### src/rtl/pre_pkg.sv
// ----------------------------------------------------------------------------
// pre_pkg: shared types and constants of the ribbon extruder
// Field widths, register indexes, line class codes and the structs that
// pass between the sequencer, the multiplier and the search unit.
// ----------------------------------------------------------------------------
package pre_pkg;

  localparam int COORD_W = 32;   // Q24.8 coordinates
  localparam int HW_W    = 12;   // half width, Q4.8
  localparam int IDX_W   = 32;   // vertex index
  localparam int CLS_W   = 2;
  localparam int CFG_W   = 3;    // register index
  localparam int DATA_W  = 32;   // config write data
  localparam int Q_W     = 12;   // normal magnitude bits
  localparam int BIT_W   = 4;    // bit position in the search
  localparam int SQ_W    = 65;   // dx^2 + dy^2
  localparam int R_W     = 88;   // (num * h)^2
  localparam int QS_W    = 77;   // q * S
  localparam int ACC_W   = 90;   // q^2 * S
  localparam int MUL_W   = 32;
  localparam int PROD_W  = 64;
  localparam int HH_W    = 24;

  // register indexes of the config port
  typedef enum logic [CFG_W-1:0] {
    REG_INDEX_HW   = 3'd0,
    REG_FORM_HW    = 3'd1,
    REG_REGULAR_HW = 3'd2,
    REG_OFFSET_X   = 3'd3,
    REG_OFFSET_Y   = 3'd4,
    REG_OFFSET_Z   = 3'd5
  } reg_index_t;

  // line class codes; anything else takes the regular width
  localparam logic [CLS_W-1:0] CLASS_INDEX = 2'd0;
  localparam logic [CLS_W-1:0] CLASS_FORM  = 2'd1;

  // reset half widths
  localparam logic [HW_W-1:0] INDEX_HW_RST   = 12'd480;
  localparam logic [HW_W-1:0] FORM_HW_RST    = 12'd192;
  localparam logic [HW_W-1:0] REGULAR_HW_RST = 12'd269;

  // operand pair of the shared multiplier
  typedef struct packed {
    logic [MUL_W-1:0] a;
    logic [MUL_W-1:0] b;
  } mul_req_t;

  // search unit status
  typedef struct packed {
    logic           done;
    logic [Q_W-1:0] q;
  } search_res_t;

endpackage

### src/rtl/pre_mul.sv
// ----------------------------------------------------------------------------
// pre_mul: shared 32x32 unsigned multiplier
// One product per cycle, registered; the sequencer issues and collects.
// ----------------------------------------------------------------------------
module pre_mul import pre_pkg::*; (
  input  logic              clk,
  input  mul_req_t          req,
  output logic [PROD_W-1:0] prod
);

  always_ff @(posedge clk) begin
    prod <= PROD_W'(req.a) * PROD_W'(req.b);
  end

endmodule

### config.mk
export PLATFORM = sky130hd
export DESIGN_NAME = pre_mul
export DESIGN_NICKNAME = d
export VERILOG_FILES = /design/src/rtl/pre_pkg.sv /design/src/rtl/pre_mul.sv
export SDC_FILE = /design/constraint.sdc
export NUM_CORES = 2
export LEC_CHECK = 0
export ABC_CLOCK_PERIOD_IN_PS = 24600
export BUFFER_PORTS_ARGS = -buffer_cell sky130_fd_sc_hd__buf_2
export CELL_PAD_IN_SITES_DETAIL_PLACEMENT = 0
export CELL_PAD_IN_SITES_GLOBAL_PLACEMENT = 1
export CORE_MARGIN = 3
export CORE_UTILIZATION = 25
export CTS_CLUSTER_DIAMETER = 50
export DETAILED_ROUTE_END_ITERATION = 12
export PLACE_DENSITY_LB_ADDON = 0.1
export SYNTH_ARGS = -nofsm -noshare
export SYNTH_HDL_FRONTEND = slang
export SYNTH_SLANG_ARGS = --single-unit
### constraint.sdc
create_clock -name clk -period 24.6 [get_ports clk]
set_clock_uncertainty 0.05 [all_clocks]
set_input_delay 3.69 -clock clk [delete_from_list [all_inputs] [get_ports clk]]
set_output_delay 3.69 -clock clk [all_outputs]
set_load 0.05 [all_outputs]
==> impl_metrics.py <==
metrics = {
    "detailed_routing": {
        "routed_wirelength_mm": 122,
        "ant_nets": 0,
        "firstDrtPassIters": 5,
        "drc": 0,
        "viasPerCell": 4.35,
        "initialDrtViolationCount": 952,
        "dr_total_vias": 23900,
        "post_drt_wl_per_cell_um": 22.1,
    },
    "synthesis": {
        "synth_edf_count": 0,
        "ys_warn_count": 0,
        "ys.flop_type": "dfxtp_1",
        "syn-cell-area_mm2": 0.0347,
        "synth-seq-area-share_pct": 3.69,
        "ys_ff_latch": 64,
        "netlist_instances": 3748,
        "synth_cell_types": 57,
        "synth_nets": 4972,
        "synthArstFlopShare_pct": 0,
        "syn_avg_cell_area_um2": 9.25,
    },
    "floorplanning": {
        "start_util_pct": 25.2,
        "die_w_um": 378,
        "ios": 129,
        "rows": 136,
        "dieArea_mm2": 0.143,
        "core_mm2": 0.138,
        "fp.dieH_um": 378,
    },
    "global_routing": {
        "grt_max_degree": 33,
        "track_usage_pct": 17.6,
        "grt_pass1_vias": 27900,
        "grt_overflow_total": 0,
        "grt_antenna_before_repair": 10,
        "grt_pass1_wl_mm": 185,
    },
    "cts": {
        "cts_post_setup_buffers_inserted": 0,
        "root_buffer": "clkbuf_16",
        "cts_resized": 0,
        "clkTransAtPathRegs_ps": 70,
        "cts_tree": "done",
        "cts_hold_buf": 0,
        "cts.sinks": 64,
        "h-tree-depth": 3,
        "cts.path.max_buffers": 2,
        "cts_made_buffers": 9,
    },
    "sta": {
        "setup_violations": 0,
        "maxSlewViolCount": 0,
        "hold_viol": 0,
        "finalCriticalPeriod_ps": 11650,
        "worstMarginPinSlew_ps": 1110,
        "relSlewSlack_pct": 25.9,
        "fin_crit_sh_pct": 47.4,
        "fmax_ghz": 0.0858,
        "fin_tns_setup_ps": 0,
        "rsz0062_at_grt": "false",
    },
    "layout": {
        "drive_above_1_share_pct": 5.11,
        "fillers": 14900,
        "synthToLayoutAreaGrowth_pct": 7.51,
        "layout_common_cells": "fa_1 (896), inv_1 (865), and2_1 (602)",
        "top_register": "prod",
        "fin_nets": 4920,
        "final_common_cell": "fa_1",
        "largest_reg_flops": 64,
        "reg_top3": "prod (64)",
    },
    "hold_path": {
        "hold_class": "in2reg",
    },
    "critical_path": {
        "path_class": "in2reg",
        "path_max_fanout": 33,
        "endpoint_kind": "flip-flop",
        "arrival_ps": 11890,
        "worst-endpoint-required_ps": 24830,
        "startpoint_type": "input pin",
    },
    "place": {
        "globalplace.congestion": 0.765,
        "dp_hpwl_mm": 96.7,
        "numPortBuffers": 128,
    },
    "outcome": {
        "status": "finished clean",
    },
    "flow_run": {
        "cap_violations": 0,
    },
}
==> critical path, cell delays in order <==
cell      delay (ps)
buf_2            790
nand2_1          180
fa_1             540
inv_1             50
fa_1             480
fa_1             570
fa_1             480
fa_1             590
fa_1             450
fa_1             500
inv_1             50
fa_1             500
inv_1             50
ha_1             430
nand4_1          250
or4_1            470
or3_1            380
a31oi_1          620
a31o_2           310
a211oi_1         120
o21ai_1          170
xor2_1           150
==> synthesized netlist by cell type, types with 3 or more instances <==
master	count	area share (%)
dfxtp_1	64	3.7
nor2_1	20	0.22
a21oi_2	3	0.076
buf_2	6	0.087
o31ai_4	3	0.18
a221o_1	4	0.12
o21bai_1	10	0.22
o21ai_0	21	0.30
ha_1	263	9.5
fa_1	896	52
nand2_1	480	5.2
inv_1	865	9.4
a31oi_1	12	0.22
or4_1	3	0.065
o21a_1	9	0.19
a21oi_1	63	0.91
o221ai_1	3	0.076
and2_1	602	11
clkbuf_1	213	2.3
xnor2_1	35	0.88
xor2_1	25	0.63
or2_2	3	0.054
a221oi_4	3	0.23
nor3_1	7	0.10
a21boi_1	3	0.065
and3_1	14	0.25
nand4_1	23	0.41
a21o_1	40	0.87
or3_1	3	0.054
a211oi_1	3	0.065
o21ai_1	5	0.072
and4_1	3	0.076
nand3_1	10	0.14
==> final timing paths <==
check	slack, ps	cells past startpoint	endpoint	startpoint
worst min-delay path	3920	3	prod[0]$_DFF_P_	req[0]
worst max-delay path	12950	22	prod[62]$_DFF_P_	req[24]
==> routing by layer <==
metal	wire, µm	GRT usage, %
met1	51200	22.0
met2	66200	33.5
met3	2400	1.35
met4	1770	2.49
met5	30	0
==> final cells by class <==
type	instances	area, µm²	share of cell area (%)
multi-input combinational	2599	29300	78.6
inverter	865	3250	8.71
tap	1794	2240	6.02
sequential	64	1280	3.44
timing repair buffer	157	858	2.30
clock buffer	10	239	0.641
clock inverter	5	81.3	0.218
antenna	5	12.5	0.0336
==> kinds of logic after synthesis <==
kind of cell               share of synthesized area, %
muxes                                            0.0289
and+or+nand+nor                                    17.6
xor gates and xnor gates                           1.52
buffers and inverters                              11.8
AOI/OAI and AO/OA                                  4.15
DFF                                                3.69
adders and majority gates                          61.2
==> per-stage QoR <==
stage	instances	instance area [µm²]	utilization [%]	setup slack, ps	hold slack (ps)
2_1_floorplan	3748	34700	-	14110	3770
3_3_place_gp	5479	36900	26.8	12530	4110
3_5_place_dp	5479	36900	26.8	12470	4110
4_1_cts	5494	37300	27.1	12850	3890
5_1_grt	5494	37300	27.1	12590	3920
6_report	5499	37300	27.1	12950	3920
Power is left out: the tool's default activity adds up to more than one toggle a clock period on the data nets, which glitch-free logic cannot reach.
