## src/rtl/pre_pkg.sv

```systemverilog
// ----------------------------------------------------------------------------
// pre_pkg: shared types and constants of the ribbon extruder
// Field widths, register indexes, line class codes and the structs that
// pass between the sequencer, the multiplier and the search unit.
// ----------------------------------------------------------------------------
package pre_pkg;

  localparam int COORD_W = 32;   // Q24.8 coordinates
  localparam int HW_W    = 12;   // half width, Q4.8
  localparam int IDX_W   = 32;   // vertex index
  localparam int CLS_W   = 2;
  localparam int CFG_W   = 3;    // register index
  localparam int DATA_W  = 32;   // config write data
  localparam int Q_W     = 12;   // normal magnitude bits
  localparam int BIT_W   = 4;    // bit position in the search
  localparam int SQ_W    = 65;   // dx^2 + dy^2
  localparam int R_W     = 88;   // (num * h)^2
  localparam int QS_W    = 77;   // q * S
  localparam int ACC_W   = 90;   // q^2 * S
  localparam int MUL_W   = 32;
  localparam int PROD_W  = 64;
  localparam int HH_W    = 24;

  // register indexes of the config port
  typedef enum logic [CFG_W-1:0] {
    REG_INDEX_HW   = 3'd0,
    REG_FORM_HW    = 3'd1,
    REG_REGULAR_HW = 3'd2,
    REG_OFFSET_X   = 3'd3,
    REG_OFFSET_Y   = 3'd4,
    REG_OFFSET_Z   = 3'd5
  } reg_index_t;

  // line class codes; anything else takes the regular width
  localparam logic [CLS_W-1:0] CLASS_INDEX = 2'd0;
  localparam logic [CLS_W-1:0] CLASS_FORM  = 2'd1;

  // reset half widths
  localparam logic [HW_W-1:0] INDEX_HW_RST   = 12'd480;
  localparam logic [HW_W-1:0] FORM_HW_RST    = 12'd192;
  localparam logic [HW_W-1:0] REGULAR_HW_RST = 12'd269;

  // operand pair of the shared multiplier
  typedef struct packed {
    logic [MUL_W-1:0] a;
    logic [MUL_W-1:0] b;
  } mul_req_t;

  // search unit status
  typedef struct packed {
    logic           done;
    logic [Q_W-1:0] q;
  } search_res_t;

endpackage

```

## src/rtl/pre_search.sv

```systemverilog
// ----------------------------------------------------------------------------
// pre_search: bit-serial normal magnitude search
// Finds the largest q < 4096 with q^2 * s <= r, MSB first. q^2*s is kept
// incrementally: (q + 2^b)^2 s = q^2 s + (q s << (b+1)) + (s << 2b), so each
// bit needs only shifts and adds. Each bit takes a form step, then a compare step.
// ----------------------------------------------------------------------------
module pre_search import pre_pkg::*; (
  input  logic             clk,
  input  logic             rst,
  input  logic             start,
  input  logic [SQ_W-1:0]  s,
  input  logic [R_W-1:0]   r,
  output search_res_t      res
);

  logic             busy;
  logic             phase;
  logic             done;
  logic [BIT_W-1:0] bit_n;
  logic [Q_W-1:0]   q;
  logic [ACC_W-1:0] p_acc;     // q^2 * s
  logic [QS_W-1:0]  qs_acc;    // q * s
  logic [ACC_W-1:0] t_sum;     // trial (q | 2^b)^2 * s
  logic [QS_W-1:0]  qs_try;    // trial (q | 2^b) * s

  // trial terms for the current bit
  logic [ACC_W-1:0] cross_term;
  logic [ACC_W-1:0] sq_term;
  logic [QS_W-1:0]  lin_term;

  always_comb begin
    cross_term = ACC_W'(qs_acc) << ({1'b0, bit_n} + 5'd1);
    sq_term    = ACC_W'(s) << {bit_n, 1'b0};
    lin_term   = QS_W'(s) << bit_n;
  end

  assign res = '{done: done, q: q};

  always_ff @(posedge clk) begin
    if (rst) begin
      busy  <= 1'b0;
      phase <= 1'b0;
      done  <= 1'b0;
    end else begin
      // one-cycle pulse after the last compare
      done <= busy && !start && phase && (bit_n == '0);
      if (start) begin
        busy   <= 1'b1;
        phase  <= 1'b0;
        bit_n  <= BIT_W'(Q_W - 1);
        q      <= '0;
        p_acc  <= '0;
        qs_acc <= '0;
      end else if (busy) begin
        if (!phase) begin
          // form the trial square and product
          t_sum  <= p_acc + cross_term + sq_term;
          qs_try <= qs_acc + lin_term;
          phase  <= 1'b1;
        end else begin
          // keep the bit if the trial still fits
          if (t_sum <= ACC_W'(r)) begin
            p_acc    <= t_sum;
            qs_acc   <= qs_try;
            q[bit_n] <= 1'b1;
          end
          phase <= 1'b0;
          if (bit_n == '0) begin
            busy <= 1'b0;
          end else begin
            bit_n <= bit_n - 1'b1;
          end
        end
      end
    end
  end

endmodule

```

## config.mk

```make
export PLATFORM = sky130hd
export DESIGN_NAME = pre_search
export DESIGN_NICKNAME = d
export VERILOG_FILES = /design/src/rtl/pre_pkg.sv /design/src/rtl/pre_search.sv
export SDC_FILE = /design/constraint.sdc
export NUM_CORES = 2
export LEC_CHECK = 0
export BUFFER_PORTS_ARGS = -buffer_cell sky130_fd_sc_hd__buf_2
export CORE_MARGIN = 2
export CORE_UTILIZATION = 50
export CTS_CLUSTER_SIZE = 16
export DETAILED_ROUTE_END_ITERATION = 16
export HOLD_SLACK_MARGIN = 0.02
export PLACE_DENSITY = 0.7
export SYNTH_ARGS = -nofsm -noshare
export SYNTH_HDL_FRONTEND = slang
export SYNTH_SLANG_ARGS = --single-unit
```

## constraint.sdc

```tcl
create_clock -name clk -period 21.7 [get_ports clk]
set_clock_uncertainty 0.15 [all_clocks]
set_input_delay 1.085 -clock clk [delete_from_list [all_inputs] [get_ports clk]]
set_output_delay 1.085 -clock clk [all_outputs]
set_load 0.005 [all_outputs]
```

==> reports/summary.md <==
Setup repair after global routing left no endpoint under its margin. The fraction of the core area covered by cells at the end of the flow is 54.1%. Once the floorplan was initialized, standard cells occupied 50.3% of the core. The number of flip-flops and latches in the synthesized netlist works out to 353. The share of the clock period used by the worst path after layout was 35.7%; the slew of the pin with the lowest slew margin was 1.20 ns.

TritonCTS built the clock tree. The number of vias after detailed routing is 30,400. After routing the design area is 38,500 um2. For the finished layout, the period the worst path requires is 7.74 ns. The Yosys step of the flow raised 0 warnings. The worst register-to-register path has a depth of 20. Buffers added to address setup during post-CTS repair amount to 0. Setup slack closes at 13.96 ns.

The first global-routing pass estimated 170,000 um of wire. For the clock latency reported for the late side of the worst-skew pair, the log shows 0.60 ns. The number of different library cells used by synthesis comes to 85.

In the final layout, the share of cells above drive strength 1 is 9.59%. The sequential share of the synthesized area is 29.6%. Based on the critical path, the design can be clocked at up to 129 MHz. The routability-driven placement congestion ratio is 1.01. The run gives 71,100 um2 as the standard cell core area.

The area growth from synthesis to layout is 7.66%. The kind of end point of the critical path was a flop. For the fill cell instance count of the final layout, the log shows 6,582. The detailed router's first-iteration violation count was 3,716. The number of port buffers came out at 168. Routed via count divided by cell count: 6.19. Setup total negative slack on the finished layout was measured at 0 ns. The number of maximum-capacitance constraint violations came out at 0. In the routed design, unresolved DRC markers number 0.

For the power consumption, the log shows 3.08 mW. Synthesis produced a netlist with a net count of 4,432. The count of final setup violators was 0.

After clock tree synthesis, the clock-pin slew on the worst setup and hold paths is 0.06 ns. IR analysis of the VDD net gives a maximum drop of 0.0703 mV. Hold repair after CTS inserted 0 buffers. Before antenna repair, the detailed router went through 7 iterations. The library cell used most frequently in the layout, excluding fill and tap cells, is sky130_fd_sc_hd__nand2_1.

In the synthesized netlist the async set-or-reset flop fraction comes to 0%. In this run the vertical extent of the chip is 271 um. Pin placement for this block handled 169 I/O pins. In the layout the commonest cells are 368 x sky130_fd_sc_hd__nand2_1, 361 x sky130_fd_sc_hd__mux2i_1, 360 x sky130_fd_sc_hd__o21ai_0, 350 x sky130_fd_sc_hd__edfxtp_1, 329 x sky130_fd_sc_hd__a21oi_1.

The number of CTS-inserted buffers was 42. In this run the tightest slew margin relative to its limit is 20.0%. After synthesis, the mean cell area works out to 9.10 um2. The cell area after synthesis was 35,800 um2; the global routing usage summed across all routing layers was 30.1%. Counting along the longest clock path gives a buffer depth of 3. The final cell count without fillers is 4,907. The tools report the reg-to-reg endpoint as t_sum[89]. Hold-critical path depth: 1. The chip width is 271 um.

In this run the worst hold path is classified as flop to flop. The number of synthesized flops with an enable pin was 350; the worst slack at placement was 14.09 ns. The critical path starts at bit_n[0]. The data required time at the worst endpoint was 21.88 ns; the final routed wire length divided by cell count was 23.2 um.

Of all nets on the critical path, the largest fanout is 81. Critical register-to-register path startpoint: bit_n[0]. The worst setup path is launched from a flop.

Across all register-to-register paths, the minimum setup slack is 13.96 ns. The initial antenna violation count is 4. In this run the most critical hold path is launched from qs_try[63]. The number of cell rows came out at 98. The logs give 142 for the largest net degree at the start of global routing and 0 for the final hold violation count. For the static leakage, the log shows 16.1 nW. The logs give 73,700 um2 for the overall die area and 114,000 um for the aggregate routed wire length.

The total congestion overflow was 0; the number of placed instances with taps included was 4,828. The number of cells produced by synthesis is 3,929. The number of pins with negative max-slew slack in the final report was 0. The run finished with clean final reports. For this design, the sink count on the clock tree is 353. STA puts the critical path data arrival time at 7.92 ns. Summing all placed instances gives a cell area of 37,100 um2.

The tree is rooted in a sky130_fd_sc_hd__clkbuf_16. The start-to-end type of the worst setup path is flop to flop. The path with the worst hold slack has its endpoint at qs_acc[63].

The logs give 28,300 for the number of global-route vias before repair and 91,600 um for the HPWL after detailed placement. For this run, the leading register cell type out of synthesis is sky130_fd_sc_hd__edfxtp_1. The power density relative to cell area works out to 79.9 nW/um2. The net count of the finished layout is 4,425.

Once detail routing completed, the nets flagged for antenna violations numbered 0. Post-CTS repair changed the size of 0 cells. On the final layout, the worst hold slack is 0.379 ns. The H-tree was split into 2 levels.
[flip-flops by register name, indices dropped and copies added (netlist names)]
register  count
qs_acc       77
phase         1
done          1
t_sum        90
bit_n         4
busy          1
qs_try       77
p_acc        90
q            12
[metal layers]
metal	track usage, %	wire length [um]
met5	0	0
met4	6.75	2480
met3	5.48	11200
met2	43.3	46900
met1	46.5	53000
[cells in the mapped netlist (27+ instances only)]
cell type,n,area share (%)
sky130_fd_sc_hd__buf_1,28,0.29
sky130_fd_sc_hd__xor2_1,61,1.5
sky130_fd_sc_hd__o21a_1,27,0.57
sky130_fd_sc_hd__clkbuf_1,182,1.9
sky130_fd_sc_hd__buf_2,33,0.46
sky130_fd_sc_hd__o21ai_0,360,5.0
sky130_fd_sc_hd__mux2i_1,361,10
sky130_fd_sc_hd__nand3_1,42,0.59
sky130_fd_sc_hd__nor2_1,238,2.5
sky130_fd_sc_hd__o21bai_1,45,0.94
sky130_fd_sc_hd__xnor2_1,108,2.6
sky130_fd_sc_hd__a21o_1,116,2.4
sky130_fd_sc_hd__edfxtp_1,350,29
sky130_fd_sc_hd__nor3_1,40,0.56
sky130_fd_sc_hd__o211ai_1,30,0.63
sky130_fd_sc_hd__mux4_2,52,3.3
sky130_fd_sc_hd__nand2_1,368,3.9
sky130_fd_sc_hd__a211oi_1,33,0.69
sky130_fd_sc_hd__nand4_1,85,1.5
sky130_fd_sc_hd__nor2b_1,203,3.6
sky130_fd_sc_hd__ha_1,256,9.0
sky130_fd_sc_hd__inv_1,146,1.5
sky130_fd_sc_hd__nand2b_1,77,1.3
sky130_fd_sc_hd__a21oi_1,329,4.6
sky130_fd_sc_hd__fa_1,91,5.1
[power by group]
group	total [mW]	leakage, nW	switching (mW)	internal (mW)
clock	0.712	0.665	0.298	0.414
sequential	0.896	3.27	0.0371	0.858
combinational	1.47	12.2	0.916	0.553
total	3.08	16.1	1.25	1.83
[logic make-up after synthesis]
| kind of cell | count (synthesis) | synth area share [%] |
|---|---|---|
| xor+xnor | 169 | 4.14 |
| fa+ha+maj | 347 | 14.1 |
| flops | 353 | 29.6 |
| buf+inv | 393 | 4.27 |
| mux | 436 | 14.1 |
| simple gates | 1144 | 15.8 |
| compound gates | 1087 | 18.1 |
[critical path: stages (launching register included)]
cell and delay (ns):
sky130_fd_sc_hd__edfxtp_1 0.52, sky130_fd_sc_hd__buf_4 0.80, sky130_fd_sc_hd__ha_1 0.59, sky130_fd_sc_hd__xor2_4 0.16, sky130_fd_sc_hd__buf_4 0.69, sky130_fd_sc_hd__or3_1 0.28
sky130_fd_sc_hd__nor2_1 0.08, sky130_fd_sc_hd__fa_1 0.54, sky130_fd_sc_hd__ha_1 0.22, sky130_fd_sc_hd__inv_1 0.07, sky130_fd_sc_hd__fa_1 0.40, sky130_fd_sc_hd__nand2b_1 0.19
sky130_fd_sc_hd__a21oi_1 0.33, sky130_fd_sc_hd__o21ai_0 0.26, sky130_fd_sc_hd__a2111oi_2 0.49, sky130_fd_sc_hd__o21ai_1 0.31, sky130_fd_sc_hd__o211ai_1 0.35, sky130_fd_sc_hd__nand2_1 0.29
sky130_fd_sc_hd__nor3_1 0.36, sky130_fd_sc_hd__o221ai_1 0.20, sky130_fd_sc_hd__xnor2_1 0.15
[worst max-delay path by stage]
stage | depth (start not counted) | slack [ns] | to
2_1_floorplan | 3 | 1.91 | qs_try[0]
3_3_place_gp | 20 | 14.21 | t_sum[81]
3_5_place_dp | 20 | 14.09 | t_sum[89]
4_1_cts | 20 | 14.03 | t_sum[89]
5_1_grt | 19 | 13.47 | t_sum[86]
6_report | 20 | 13.96 | t_sum[89]
[final cells by class]
cell class	instances	area [um2]	share of cell area, %
inverters	147	552	1.43
repair buffers	195	1070	2.79
diodes	3	7.51	0.0195
clock buffers	51	1110	2.90
clock inverters	25	244	0.634
well taps	950	1190	3.09
flip-flops and latches	353	10600	27.5
multi-input cells	3183	23700	61.7
No activity file was read; power rests on OpenSTA's default activity.
